==> src/rtl/glr_pkg.sv <==
// Shared types, constants and helper functions of the grey-level remap block.
package glr_pkg;

  localparam int unsigned TableDepth = 65536;
  localparam int unsigned IdxW       = $clog2(TableDepth);
  localparam int unsigned FieldW     = 17;
  localparam int unsigned PosW       = 16;
  localparam int unsigned CfgW       = 40;
  localparam int unsigned AccW       = 50;
  localparam int unsigned DenW       = 17;
  localparam int unsigned NumW       = 51;
  localparam int unsigned CntW       = 6;
  localparam int unsigned LinDen     = 65536;

  typedef enum logic [1:0] {
    REQ_MAP   = 2'd0,
    REQ_SET   = 2'd1,
    REQ_CLEAR = 2'd2
  } req_e;

  typedef enum logic [1:0] {
    FMT_S8  = 2'd0,
    FMT_U8  = 2'd1,
    FMT_S16 = 2'd2,
    FMT_U16 = 2'd3
  } fmt_e;

  typedef enum logic [1:0] {
    MODE_CLIP   = 2'd0,
    MODE_NORM   = 2'd1,
    MODE_LINEAR = 2'd2,
    MODE_TABLE  = 2'd3
  } mode_e;

  typedef enum logic [1:0] {
    FILL_ZERO   = 2'd0,
    FILL_KEEP   = 2'd1,
    FILL_INTERP = 2'd2
  } fill_e;

  typedef enum logic [2:0] {
    CFG_FORMAT     = 3'd0,
    CFG_MODE       = 3'd1,
    CFG_WIN_FIRST  = 3'd2,
    CFG_WIN_SECOND = 3'd3,
    CFG_GAIN       = 3'd4,
    CFG_BIAS       = 3'd5,
    CFG_FILL       = 3'd6
  } cfg_idx_e;

  typedef enum logic [1:0] {
    RD_P = 2'd0,
    RD_A = 2'd1,
    RD_B = 2'd2
  } rd_sel_e;

  typedef enum logic [2:0] {
    RES_CLIP = 3'd0,
    RES_MEM  = 3'd1,
    RES_X    = 3'd2,
    RES_ZERO = 3'd3,
    RES_LO   = 3'd4,
    RES_HI   = 3'd5,
    RES_DIV  = 3'd6
  } res_sel_e;

  typedef enum logic [3:0] {
    ST_CLEAR,
    ST_IDLE,
    ST_DECODE,
    ST_CHK_P,
    ST_RD_A,
    ST_CHK_A,
    ST_RD_B,
    ST_CHK_B,
    ST_MUL1,
    ST_MUL2,
    ST_ADD2,
    ST_DIV_LOAD,
    ST_DIV,
    ST_DIV_END,
    ST_FINISH
  } state_e;

  typedef struct packed {
    logic     load_in;
    logic     pt_write;
    logic     clr_start;
    logic     clr_write;
    logic     mem_rd;
    rd_sel_e  rd_sel;
    logic     a_init;
    logic     a_dec;
    logic     b_init;
    logic     b_inc;
    logic     va_load;
    logic     vb_load;
    logic     acc_init;
    logic     mul_en;
    logic     mul_second;
    logic     acc_add;
    logic     div_start;
    logic     div_step;
    logic     res_load;
    res_sel_e res_sel;
    logic     out_load;
  } cmd_t;

  typedef struct packed {
    logic [1:0] req;
    mode_e      mode;
    logic [1:0] fill;
    logic       norm_go;
    logic       rd_marked;
    logic       p_zero;
    logic       p_last;
    logic       a_zero;
    logic       b_last;
    logic       div_last;
    logic       clr_last;
    logic       out_free;
  } stat_t;

  function automatic logic signed [FieldW-1:0] type_lo(input fmt_e fmt);
    logic signed [FieldW-1:0] v;
    unique case (fmt)
      FMT_S8:  v = -17'sd128;
      FMT_U8:  v = 17'sd0;
      FMT_S16: v = -17'sd32768;
      FMT_U16: v = 17'sd0;
    endcase
    return v;
  endfunction

  function automatic logic signed [FieldW-1:0] type_hi(input fmt_e fmt);
    logic signed [FieldW-1:0] v;
    unique case (fmt)
      FMT_S8:  v = 17'sd127;
      FMT_U8:  v = 17'sd255;
      FMT_S16: v = 17'sd32767;
      FMT_U16: v = 17'sd65535;
    endcase
    return v;
  endfunction

  // Truncates to the pixel width and extends back by the type's signedness.
  function automatic logic signed [FieldW-1:0] fit_type(input logic [FieldW-1:0] v,
                                                        input fmt_e fmt);
    logic signed [FieldW-1:0] r;
    unique case (fmt)
      FMT_S8:  r = {{9{v[7]}}, v[7:0]};
      FMT_U8:  r = {9'd0, v[7:0]};
      FMT_S16: r = {v[15], v[15:0]};
      FMT_U16: r = {1'b0, v[15:0]};
    endcase
    return r;
  endfunction

endpackage

==> src/rtl/glr_ctrl.sv <==
// Controller state machine that sequences the remap datapath.
module glr_ctrl (
  input  logic           clk_i,
  input  logic           rst_ni,
  input  logic           in_valid_i,
  output logic           in_stall_o,
  input  glr_pkg::stat_t stat_i,
  output glr_pkg::cmd_t  cmd_o
);

  glr_pkg::state_e state_q, state_d;

  always_ff @(posedge clk_i or negedge rst_ni) begin
    if (!rst_ni) begin
      state_q <= glr_pkg::ST_CLEAR;
    end else begin
      state_q <= state_d;
    end
  end

  always_comb begin
    cmd_o      = '0;
    state_d    = state_q;
    in_stall_o = 1'b1;
    unique case (state_q)
      glr_pkg::ST_CLEAR: begin
        cmd_o.clr_write = 1'b1;
        if (stat_i.clr_last) state_d = glr_pkg::ST_IDLE;
      end
      glr_pkg::ST_IDLE: begin
        in_stall_o = 1'b0;
        if (in_valid_i) begin
          cmd_o.load_in = 1'b1;
          state_d       = glr_pkg::ST_DECODE;
        end
      end
      glr_pkg::ST_DECODE: begin
        case (stat_i.req)
          glr_pkg::REQ_MAP: begin
            case (stat_i.mode) inside
              glr_pkg::MODE_CLIP, glr_pkg::MODE_NORM: begin
                if (stat_i.norm_go) begin
                  state_d = glr_pkg::ST_MUL1;
                end else begin
                  cmd_o.res_load = 1'b1;
                  cmd_o.res_sel  = glr_pkg::RES_CLIP;
                  state_d        = glr_pkg::ST_FINISH;
                end
              end
              glr_pkg::MODE_LINEAR: state_d = glr_pkg::ST_MUL1;
              glr_pkg::MODE_TABLE: begin
                cmd_o.mem_rd = 1'b1;
                cmd_o.rd_sel = glr_pkg::RD_P;
                state_d      = glr_pkg::ST_CHK_P;
              end
            endcase
          end
          glr_pkg::REQ_SET: begin
            cmd_o.pt_write = 1'b1;
            state_d        = glr_pkg::ST_IDLE;
          end
          glr_pkg::REQ_CLEAR: begin
            cmd_o.clr_start = 1'b1;
            state_d         = glr_pkg::ST_CLEAR;
          end
          default: state_d = glr_pkg::ST_IDLE;
        endcase
      end
      glr_pkg::ST_CHK_P: begin
        if (stat_i.rd_marked) begin
          cmd_o.res_load = 1'b1;
          cmd_o.res_sel  = glr_pkg::RES_MEM;
          state_d        = glr_pkg::ST_FINISH;
        end else begin
          case (stat_i.fill)
            glr_pkg::FILL_KEEP: begin
              cmd_o.res_load = 1'b1;
              cmd_o.res_sel  = glr_pkg::RES_X;
              state_d        = glr_pkg::ST_FINISH;
            end
            glr_pkg::FILL_INTERP: begin
              if (stat_i.p_zero) begin
                cmd_o.res_load = 1'b1;
                cmd_o.res_sel  = glr_pkg::RES_LO;
                state_d        = glr_pkg::ST_FINISH;
              end else if (stat_i.p_last) begin
                cmd_o.res_load = 1'b1;
                cmd_o.res_sel  = glr_pkg::RES_HI;
                state_d        = glr_pkg::ST_FINISH;
              end else begin
                cmd_o.a_init = 1'b1;
                state_d      = glr_pkg::ST_RD_A;
              end
            end
            default: begin
              cmd_o.res_load = 1'b1;
              cmd_o.res_sel  = glr_pkg::RES_ZERO;
              state_d        = glr_pkg::ST_FINISH;
            end
          endcase
        end
      end
      glr_pkg::ST_RD_A: begin
        cmd_o.mem_rd = 1'b1;
        cmd_o.rd_sel = glr_pkg::RD_A;
        state_d      = glr_pkg::ST_CHK_A;
      end
      glr_pkg::ST_CHK_A: begin
        // The lower neighbor is found, or index zero stands in for it.
        if (stat_i.rd_marked || stat_i.a_zero) begin
          cmd_o.va_load = 1'b1;
          cmd_o.b_init  = 1'b1;
          state_d       = glr_pkg::ST_RD_B;
        end else begin
          cmd_o.a_dec = 1'b1;
          state_d     = glr_pkg::ST_RD_A;
        end
      end
      glr_pkg::ST_RD_B: begin
        cmd_o.mem_rd = 1'b1;
        cmd_o.rd_sel = glr_pkg::RD_B;
        state_d      = glr_pkg::ST_CHK_B;
      end
      glr_pkg::ST_CHK_B: begin
        if (stat_i.rd_marked || stat_i.b_last) begin
          cmd_o.vb_load = 1'b1;
          state_d       = glr_pkg::ST_MUL1;
        end else begin
          cmd_o.b_inc = 1'b1;
          state_d     = glr_pkg::ST_RD_B;
        end
      end
      glr_pkg::ST_MUL1: begin
        cmd_o.acc_init = 1'b1;
        cmd_o.mul_en   = 1'b1;
        state_d        = glr_pkg::ST_MUL2;
      end
      glr_pkg::ST_MUL2: begin
        cmd_o.mul_en     = 1'b1;
        cmd_o.mul_second = 1'b1;
        cmd_o.acc_add    = 1'b1;
        state_d          = glr_pkg::ST_ADD2;
      end
      glr_pkg::ST_ADD2: begin
        cmd_o.acc_add = 1'b1;
        // Linear mode rounds by a shift and needs no divider pass.
        if (stat_i.mode == glr_pkg::MODE_LINEAR) state_d = glr_pkg::ST_DIV_END;
        else state_d = glr_pkg::ST_DIV_LOAD;
      end
      glr_pkg::ST_DIV_LOAD: begin
        cmd_o.div_start = 1'b1;
        state_d         = glr_pkg::ST_DIV;
      end
      glr_pkg::ST_DIV: begin
        cmd_o.div_step = 1'b1;
        if (stat_i.div_last) state_d = glr_pkg::ST_DIV_END;
      end
      glr_pkg::ST_DIV_END: begin
        cmd_o.res_load = 1'b1;
        cmd_o.res_sel  = glr_pkg::RES_DIV;
        state_d        = glr_pkg::ST_FINISH;
      end
      glr_pkg::ST_FINISH: begin
        if (stat_i.out_free) begin
          cmd_o.out_load = 1'b1;
          state_d        = glr_pkg::ST_IDLE;
        end
      end
      default: state_d = glr_pkg::ST_IDLE;
    endcase
  end

endmodule
==> config.mk <==
export PLATFORM = sky130hd
export DESIGN_NAME = glr_ctrl
export DESIGN_NICKNAME = d
export VERILOG_FILES = /design/src/rtl/glr_pkg.sv /design/src/rtl/glr_ctrl.sv
export SDC_FILE = /design/constraint.sdc
export NUM_CORES = 1
export LEC_CHECK = 0
export BUFFER_PORTS_ARGS = -buffer_cell sky130_fd_sc_hd__buf_2
export CAP_MARGIN = 5
export CORE_MARGIN = 2
export CORE_UTILIZATION = 40
export CTS_CLUSTER_SIZE = 28
export DETAILED_ROUTE_END_ITERATION = 16
export PLACE_DENSITY_LB_ADDON = 0.12
export SLEW_MARGIN = 20
export SYNTH_ARGS = -nofsm -noshare
export SYNTH_HDL_FRONTEND = slang
export SYNTH_SLANG_ARGS = --single-unit
==> constraint.sdc <==
create_clock -name clk_i -period 1.55 [get_ports clk_i]
set_clock_uncertainty 0.15 [all_clocks]
set_input_delay 0.155 -clock clk_i [delete_from_list [all_inputs] [get_ports clk_i]]
set_output_delay 0.155 -clock clk_i [all_outputs]
set_load 0.05 [all_outputs]
==> metrics, run 1 <==
Mapped Nets between 100 and 150; register bit total from synthesis 4; last stage reached global routing (5_1_grt); Clock Sink Count 4; Err [ERROR DPL-0038] Utilization greater than 100%, impossible to legalize; outcome did not finish; count of H-tree levels built during CTS 1; number of buffers inserted by port buffering between 40 and 50; initial core utilization 0.415; end pin of the worst setup path after global-route repair cmd_o[19]; count of different cell masters after synthesis 43; total clock buffers created by CTS 3; synthesis warning total 0; global placer's final weighted congestion 0.860; number of placement rows 16; post-synthesis sequential area ratio 0.126; number of placed instances, taps included just over 200; leading register cell type out of synthesis sky130_fd_sc_hd__dfrtp_1; sum of net half-perimeters after detailed placement 2230 um; ys async rst share 1.00; DIE WIDTH approximately 49 um; DIE HEIGHT about 49 um; count of flip-flops with a built-in enable after synthesis 0; mapped cell area roughly 800 sq um; pin count of the biggest net entering global routing 11; Avg Cell Area, Syn between 7 and 8 sq um; number of instances in the synthesized netlist between 100 and 150; CTS max path bufs 2; root buffer cell sky130_fd_sc_hd__clkbuf_4; worst endpoint pin kind output port; Boundary Pins 43
[Yosys cell counts, types with 3 or more instances]
cell type | count | area share
sky130_fd_sc_hd__nor3_1 | 12 | 0.075
sky130_fd_sc_hd__o21ai_0 | 3 | 0.019
sky130_fd_sc_hd__a21oi_1 | 5 | 0.031
sky130_fd_sc_hd__nor2_1 | 14 | 0.066
sky130_fd_sc_hd__nand2b_1 | 4 | 0.031
sky130_fd_sc_hd__nor4_1 | 3 | 0.024
sky130_fd_sc_hd__ha_1 | 3 | 0.047
sky130_fd_sc_hd__dfrtp_1 | 4 | 0.13
sky130_fd_sc_hd__inv_1 | 3 | 0.014
sky130_fd_sc_hd__nand2_1 | 9 | 0.042
sky130_fd_sc_hd__buf_4 | 4 | 0.038
[per-stage QoR]
stage	setup TNS, ps	area (sq um)	worst slack (ps)	utilization
floorplan	-2620	996	-242	-
global placement	-1900	1440	-192	0.749
detailed placement	-2360	1440	-203	0.749
CTS	-6440	1780	-328	0.928
[repair_timing]
action / in CTS
pin swaps: 11
setup buffers: 5
resized for setup: 71
hold buffers: 1
endpoints found under the setup margin: 29
hold endpoints to repair: 4
[kinds of logic after synthesis]
logic type,count (synthesis),synth area share
AOI/OAI and AO/OA,25,0.232
adders and majority gates,3,0.0471
buffers and inverters,13,0.113
DFF,4,0.126
and+or+nand+nor,62,0.482
==> inputs of run 2 (changes only) <==
Settings changed: CORE_AREA set to 2 2 63 65, CORE_MARGIN 2 to not set, CORE_UTILIZATION 40 to not set, CTS_CLUSTER_SIZE 28 to not set, DIE_AREA set to 0 0 65 67, PLACE_DENSITY_LB_ADDON 0.12 to 0.15.
Clock period 1.55 ns to 2.02 ns, I/O delays scaled along.
==> run 2 against run 1 <==
The run now ends clean. Synthesized cell count unchanged. Area after synthesis unchanged.
==> metrics, run 2 <==
number of placed instances, taps included 198 (-2.9%); antenna violations before repair 0; portion of total power attributed to combinational logic 0.799; global placer's final weighted congestion 0.770 (-10%); via count around 940; worst setup path end cmd_o[14]; Met2 Wirelength 1190 um; root buffer cell sky130_fd_sc_hd__clkbuf_8; final routed wirelength across all metal layers around 2400 um; number of cells traversed by the worst register-to-register path 6; count of placed standard cells in the final layout, fillers left out around 200; uppermost layer routed met3; worst ir drop on vdd between 0.3 and 0.4 mV; Most common cell on crit path sky130_fd_sc_hd__buf_4; count of flip-flops with a built-in enable after synthesis 0 (unchanged); Detail Route met3 WL roughly 140 um; RSZ-0062 raised after global routing true; cell family with most CP delay buffers and inverters; initial core utilization 0.221 (-0.194); Top Registers state_q x4; CTS tree built; synthesis warning total 0 (unchanged); full die area roughly 0.0044 sq mm; wire length of the first global-routing pass roughly 3900 um; cell taking the most area after synthesis sky130_fd_sc_hd__dfrtp_1; leading register cell type out of synthesis sky130_fd_sc_hd__dfrtp_1; reg-to-reg critical path endpoint state_q[1]; final-report setup violation count 0; worst setup slack before clock tree synthesis 126 ps (+329 ps); Internal Dissipation slightly below 700 uW; Least-Margin Pin Slew approximately 320 ps; Placed Area 0.00113 sq mm (-22%); max reg flops 4; outcome complete, no violations; detailed-routing iteration count for the pre-antenna-repair pass 4; peak fanout along the critical path 14; Leak Pwr approximately 0.00058 uW; pin count of the biggest net entering global routing 15; number of remaining DRC errors 0; clock network fraction of total power 0.099; capturing element type of the critical path output port; total clock buffers created by CTS 3 (unchanged); post-route clock period utilization 0.973; most frequent cells after synthesis sky130_fd_sc_hd__nor2_1, sky130_fd_sc_hd__nor3_1, sky130_fd_sc_hd__nand2_1, sky130_fd_sc_hd__a21oi_1; antenna violation net count after detailed routing 0; number of buffer and inverter stages on the critical path 3; ranking of synthesized cells by area sky130_fd_sc_hd__dfrtp_1, sky130_fd_sc_hd__nor3_1, sky130_fd_sc_hd__nor2_1; buffer count from post-CTS setup fixing 0 (-5); Hold Vio Cnt, Final 0; arrival time reported for the critical path endpoint approximately 1600 ps; max-cap check violation count 0; most used cells in the layout excluding fill and tap cells sky130_fd_sc_hd__buf_2, sky130_fd_sc_hd__nor2_1, sky130_fd_sc_hd__buf_4; count of H-tree levels built during CTS 1 (unchanged); core footprint 0.00361 sq mm; largest reg by FF count state_q; number of DRC markers in iteration 0 33; Hold Crit Class in -> async; count leader, synth sky130_fd_sc_hd__nor2_1; setup TNS after final layout 0 ps; PnR worst setup slack ~56 ps; Mapped Nets 128 (unchanged); number of placement rows 22 (+6); number of buffers inserted by port buffering 42 (unchanged); highest achievable clock rate just over 500 MHz; Crit. path cell count 5; Worst setup SP type register; count of different cell masters after synthesis 43 (unchanged); Switch Pwr just under 1000 uW; Net Sw Frac 0.589; vias in the first global route roughly 870; sum of net half-perimeters after detailed placement 2010 um (-9.7%); Filler Cells Inserted 388; Overflow after GRT 0; shortest clock period the worst path allows after layout approximately 2000 ps; detail-routed net length per standard cell approximately 12 um; number of instances in the synthesized netlist 107 (unchanged); final std cell area, no fill 0.00120 sq mm; net count reported at finish approximately 180; origin of the worst setup path state_q[3]; critical register-to-register path startpoint state_q[3]; share of final-layout standard cells stronger than drive strength 1 0.519; DIE WIDTH 65 um (+34%); clock transition at the registers of the reported paths ~30 ps; proportion of netlist area held by the largest area contributor 0.126 (unchanged); Slowest-stage cell, CP sky130_fd_sc_hd__dfrtp_1; Clock Sink Count 4 (unchanged); mapped cell area 797 sq um (unchanged); power share of the sequential group 0.101; cell breakdown of the critical path buf_4 -> nand2b_1 -> buf_4 -> nor3_2 -> buf_2; Avg Cell Area, Syn 7.45 sq um (unchanged); DIE HEIGHT 67 um (+38%); delay of the slowest critical-path stage roughly 400 ps; FF-to-FF setup slack 260 ps; Worst Path Class, Setup reg -> out; Boundary Pins 43 (unchanged); clock latency reported for the late side of the worst-skew pair 210 ps; area growth from synthesis to final layout 50.5%; ant diodes 0; power density of the placed cells approximately 1400 mW/mm^2; total global routing track utilization 0.113; worst slew margin relative to its limit 0.788; post-route met1 wirelength ~1100 um; ys async rst share 1.00 (unchanged); register bit total from synthesis 4 (unchanged); post-synthesis sequential area ratio 0.126 (unchanged); post-DR vias/cell between 4 and 5; CTS max path bufs 2 (unchanged); most common library cell in the layout ignoring fill and taps sky130_fd_sc_hd__buf_2; max-slew violation count 0; required time of the worst setup path approximately 1700 ps
-- run 2: final cells by class --
type	count	area, sq um	share of cell area
multi-input combinational	90	672	0.560
timing repair buffer	53	310	0.259
sequential	4	101	0.0845
tap	48	60.1	0.0501
clock buffer	3	41.3	0.0344
inverter	4	15.0	0.0125
-- run 2: how the worst min path moves through the flow --
stage / slack, ps / to / cells past startpoint / from
floorplan: -240 / state_q[0] / 0 / rst_ni
global placement: -140 / state_q[1] / 1 / rst_ni
detailed placement: -140 / state_q[1] / 1 / rst_ni
CTS: 170 / state_q[0] / 2 / rst_ni
global route: 190 / state_q[0] / 2 / rst_ni
finish: 180 / state_q[0] / 2 / rst_ni
-- run 2: what timing repair did --
action / CTS / global route
setup endpoints to repair: 2 / 10
resized for setup: 2 / 6
pin swaps: 0 / 1
hold buffers: 1 / 0
hold endpoints to repair: 4 / 0
-- run 2: through the flow --
step	total power [uW]	utilization	hold slack (ps)
after global placement	1470	0.313	-142
final	1650	0.333	179
after global routing	1770	0.333	193
after CTS	1650	0.328	170
after detailed placement	1470	0.313	-141
after floorplan	1220	-	-244
-- run 2: logic make-up after synthesis --
logic type | count (synthesis) | synth area share
buffers and inverters | 13 | 0.113
and+or+nand+nor | 62 | 0.482
adders and majority gates | 3 | 0.0471
AOI/OAI and AO/OA | 25 | 0.232
DFF | 4 | 0.126
-- run 2: metal layers --
metal	vias up	track usage
met2	27	0.196
met5	-	0
met3	0	0.0220
met1	424	0.146
met4	0	0.0160
li1	484	-
-- run 2: power by group through the flow --
stage	Sequential (uW)	Clock [uW]	Combinational, uW
3_5_place_dp	161	0	1310
6_report	167	164	1320
2_1_floorplan	146	0	1070
4_1_cts	162	167	1320
3_3_place_gp	160	0	1310
5_1_grt	169	176	1420
Note: power is estimated with default switching activity, not from simulation.
==> inputs of run 3 (changes only) <==
Settings changed: BUFFER_PORTS_ARGS -buffer_cell sky130_fd_sc_hd__buf_2 to -buffer_cell sky130_fd_sc_hd__buf_4.
==> run 3 against run 2 <==
Cell count down 0.99%. Highest routed layer is now met4. Fmax down 0.89%. Via count up 2.2%. Worst setup slack worse by 18 ps.
==> metrics, run 3 (synthesized netlist as in run 2, its figures left out) <==
Least-Margin Pin Slew 575 ps (+260 ps); net count reported at finish 175 (-1.1%); setup TNS after final layout 0 ps (unchanged); number of DRC markers in iteration 0 19 (-42%); detail-routed net length per standard cell 12.7 um (+6.0%); start point of the worst min-delay path stat_i[0]; max-slew violation count 0 (unchanged); final-report setup violation count 0 (unchanged); Hold Crit Class in -> reg; max-cap check violation count 0 (unchanged); final routed wirelength across all metal layers 2550 um (+5.0%); origin of the worst setup path state_q[3]; total global routing track utilization 0.120 (+0.00713); Sequential Area 103 sq um (+1.2%); worst slew margin relative to its limit 0.613 (-0.174); Top Registers state_q x4; Hold Vio Cnt, Final 0 (unchanged); arrival time reported for the critical path endpoint 1630 ps (+20 ps); ant diodes 0 (unchanged); number of placement rows 22 (unchanged); shortest clock period the worst path allows after layout 1980 ps (+17.6 ps); initial core utilization 0.221 (unchanged); PnR worst setup slack 37.9 ps (-17.6 ps); power density of the placed cells 1340 mW/mm^2 (-2.4%); post-DR vias/cell 4.78 (+3.3%); reg-to-reg critical path endpoint state_q[2]; pin count of the biggest net entering global routing 15 (unchanged); antenna violations before repair 0 (unchanged); via count 956 (+2.2%); CTS tree built; sum of net half-perimeters after detailed placement 2110 um (+5.2%); most common library cell in the layout ignoring fill and taps sky130_fd_sc_hd__buf_4; number of buffers inserted by port buffering 42 (unchanged); detailed-routing iteration count for the pre-antenna-repair pass 4 (unchanged); number of cells traversed by the worst register-to-register path 6 (unchanged); Boundary Pins 43 (unchanged); most used cells in the layout excluding fill and tap cells sky130_fd_sc_hd__buf_4, sky130_fd_sc_hd__nor2_1, sky130_fd_sc_hd__nand2_1; share of final-layout standard cells stronger than drive strength 1 0.533 (+0.0134); core footprint 0.00361 sq mm (unchanged); capturing element type of the critical path output port; critical register-to-register path startpoint state_q[3]; FF-to-FF setup slack 310 ps (+50 ps); clock transition at the registers of the reported paths 40 ps (about the same); area of the multi-input gates 679 sq um (+1.1%); wire length of the first global-routing pass 4110 um (+4.7%); highest achievable clock rate 505 MHz (-0.89%); Leak Pwr 0.000599 uW (+3.0%); max reg flops 4 (unchanged); Placed Area 0.00122 sq mm (+8.0%); Worst setup SP type register; CTS max path bufs 2 (unchanged); Min-Delay Path Depth 3; total clock buffers created by CTS 3 (unchanged); count of H-tree levels built during CTS 1 (unchanged); DIE WIDTH 65 um (unchanged); Worst Path Class, Setup reg -> out; outcome complete, no violations; antenna violation net count after detailed routing 0 (unchanged); area growth from synthesis to final layout 62.0%; Filler Cells Inserted 383 (-1.3%); worst setup slack before clock tree synthesis 108 ps (-18.4 ps); hold endpoint state_q[1]; peak fanout along the critical path 6 (-8); largest reg by FF count state_q; vias in the first global route 888 (+1.7%); worst ir drop on vdd 0.329 mV (+9.0%); RSZ-0062 raised after global routing true; global placer's final weighted congestion 0.830 (+7.8%); clock latency reported for the late side of the worst-skew pair 220 ps (about the same); DIE HEIGHT 67 um (unchanged); Overflow after GRT 0 (unchanged); worst hold slack 156 ps (-23.5 ps); required time of the worst setup path 1670 ps (about the same); final std cell area, no fill 0.00129 sq mm (+7.6%); full die area 0.00436 sq mm (unchanged); number of remaining DRC errors 0 (unchanged); root buffer cell sky130_fd_sc_hd__clkbuf_8; Clock Sink Count 4 (unchanged); post-route clock period utilization 0.981 (+0.00870)
-- run 3: worst max-delay path, cell delays in order (launching register included) --
cell	delay, ps
sky130_fd_sc_hd__dfrtp_1	370
sky130_fd_sc_hd__nor2_2	300
sky130_fd_sc_hd__nand3_2	190
sky130_fd_sc_hd__o41ai_2	300
sky130_fd_sc_hd__buf_4	240
-- run 3: worst max path at each step --
stage                            end  slack [ps]  cells past startpoint
after floorplan             cmd_o[3]        -180                      3
after global placement    state_q[1]         150                      8
after detailed placement  state_q[1]         110                      8
after CTS                   cmd_o[3]          10                      4
after global routing        cmd_o[3]         -30                      4
final                       cmd_o[3]          40                      4
-- run 3: power by group --
group          leakage (uW)  total [uW]  switching (uW)  internal (uW)
Sequential        0.0000478         172            49.1            123
Clock             0.0000216         172            45.0            127
Combinational      0.000530        1390             898            489
-- run 3: timing repair --
action / 4_1_cts / 5_1_grt
gates resized for setup: 0 / 6
hold endpoints to repair: 4 / 0
endpoints found under the setup margin: 0 / 5
hold buffers: 1 / 0
setup buffers: 0 / 0
-- run 3: area by class of cell --
class,count,share of cell area
well taps,48,0.0465
inverters,4,0.0116
multi-input cells,90,0.526
repair buffers,51,0.304
clock buffers,3,0.0320
flip-flops and latches,4,0.0795
-- run 3: metrics by stage --
step            util  cells  total power (uW)
3_5_place_dp   0.338    196              1540
5_1_grt        0.358    200              1850
3_3_place_gp   0.338    196              1530
6_report       0.358    200              1730
2_1_floorplan      -    107              1220
4_1_cts        0.352    200              1720
-- run 3: metal layers --
layer / GRT usage / routed length [um] / vias up
met5: 0 / 0 / -
met4: 0.0399 / 16 / 0
li1: - / - / 482
met2: 0.202 / 1240 / 30
met1: 0.162 / 1160 / 442
met3: 0.00676 / 123 / 2
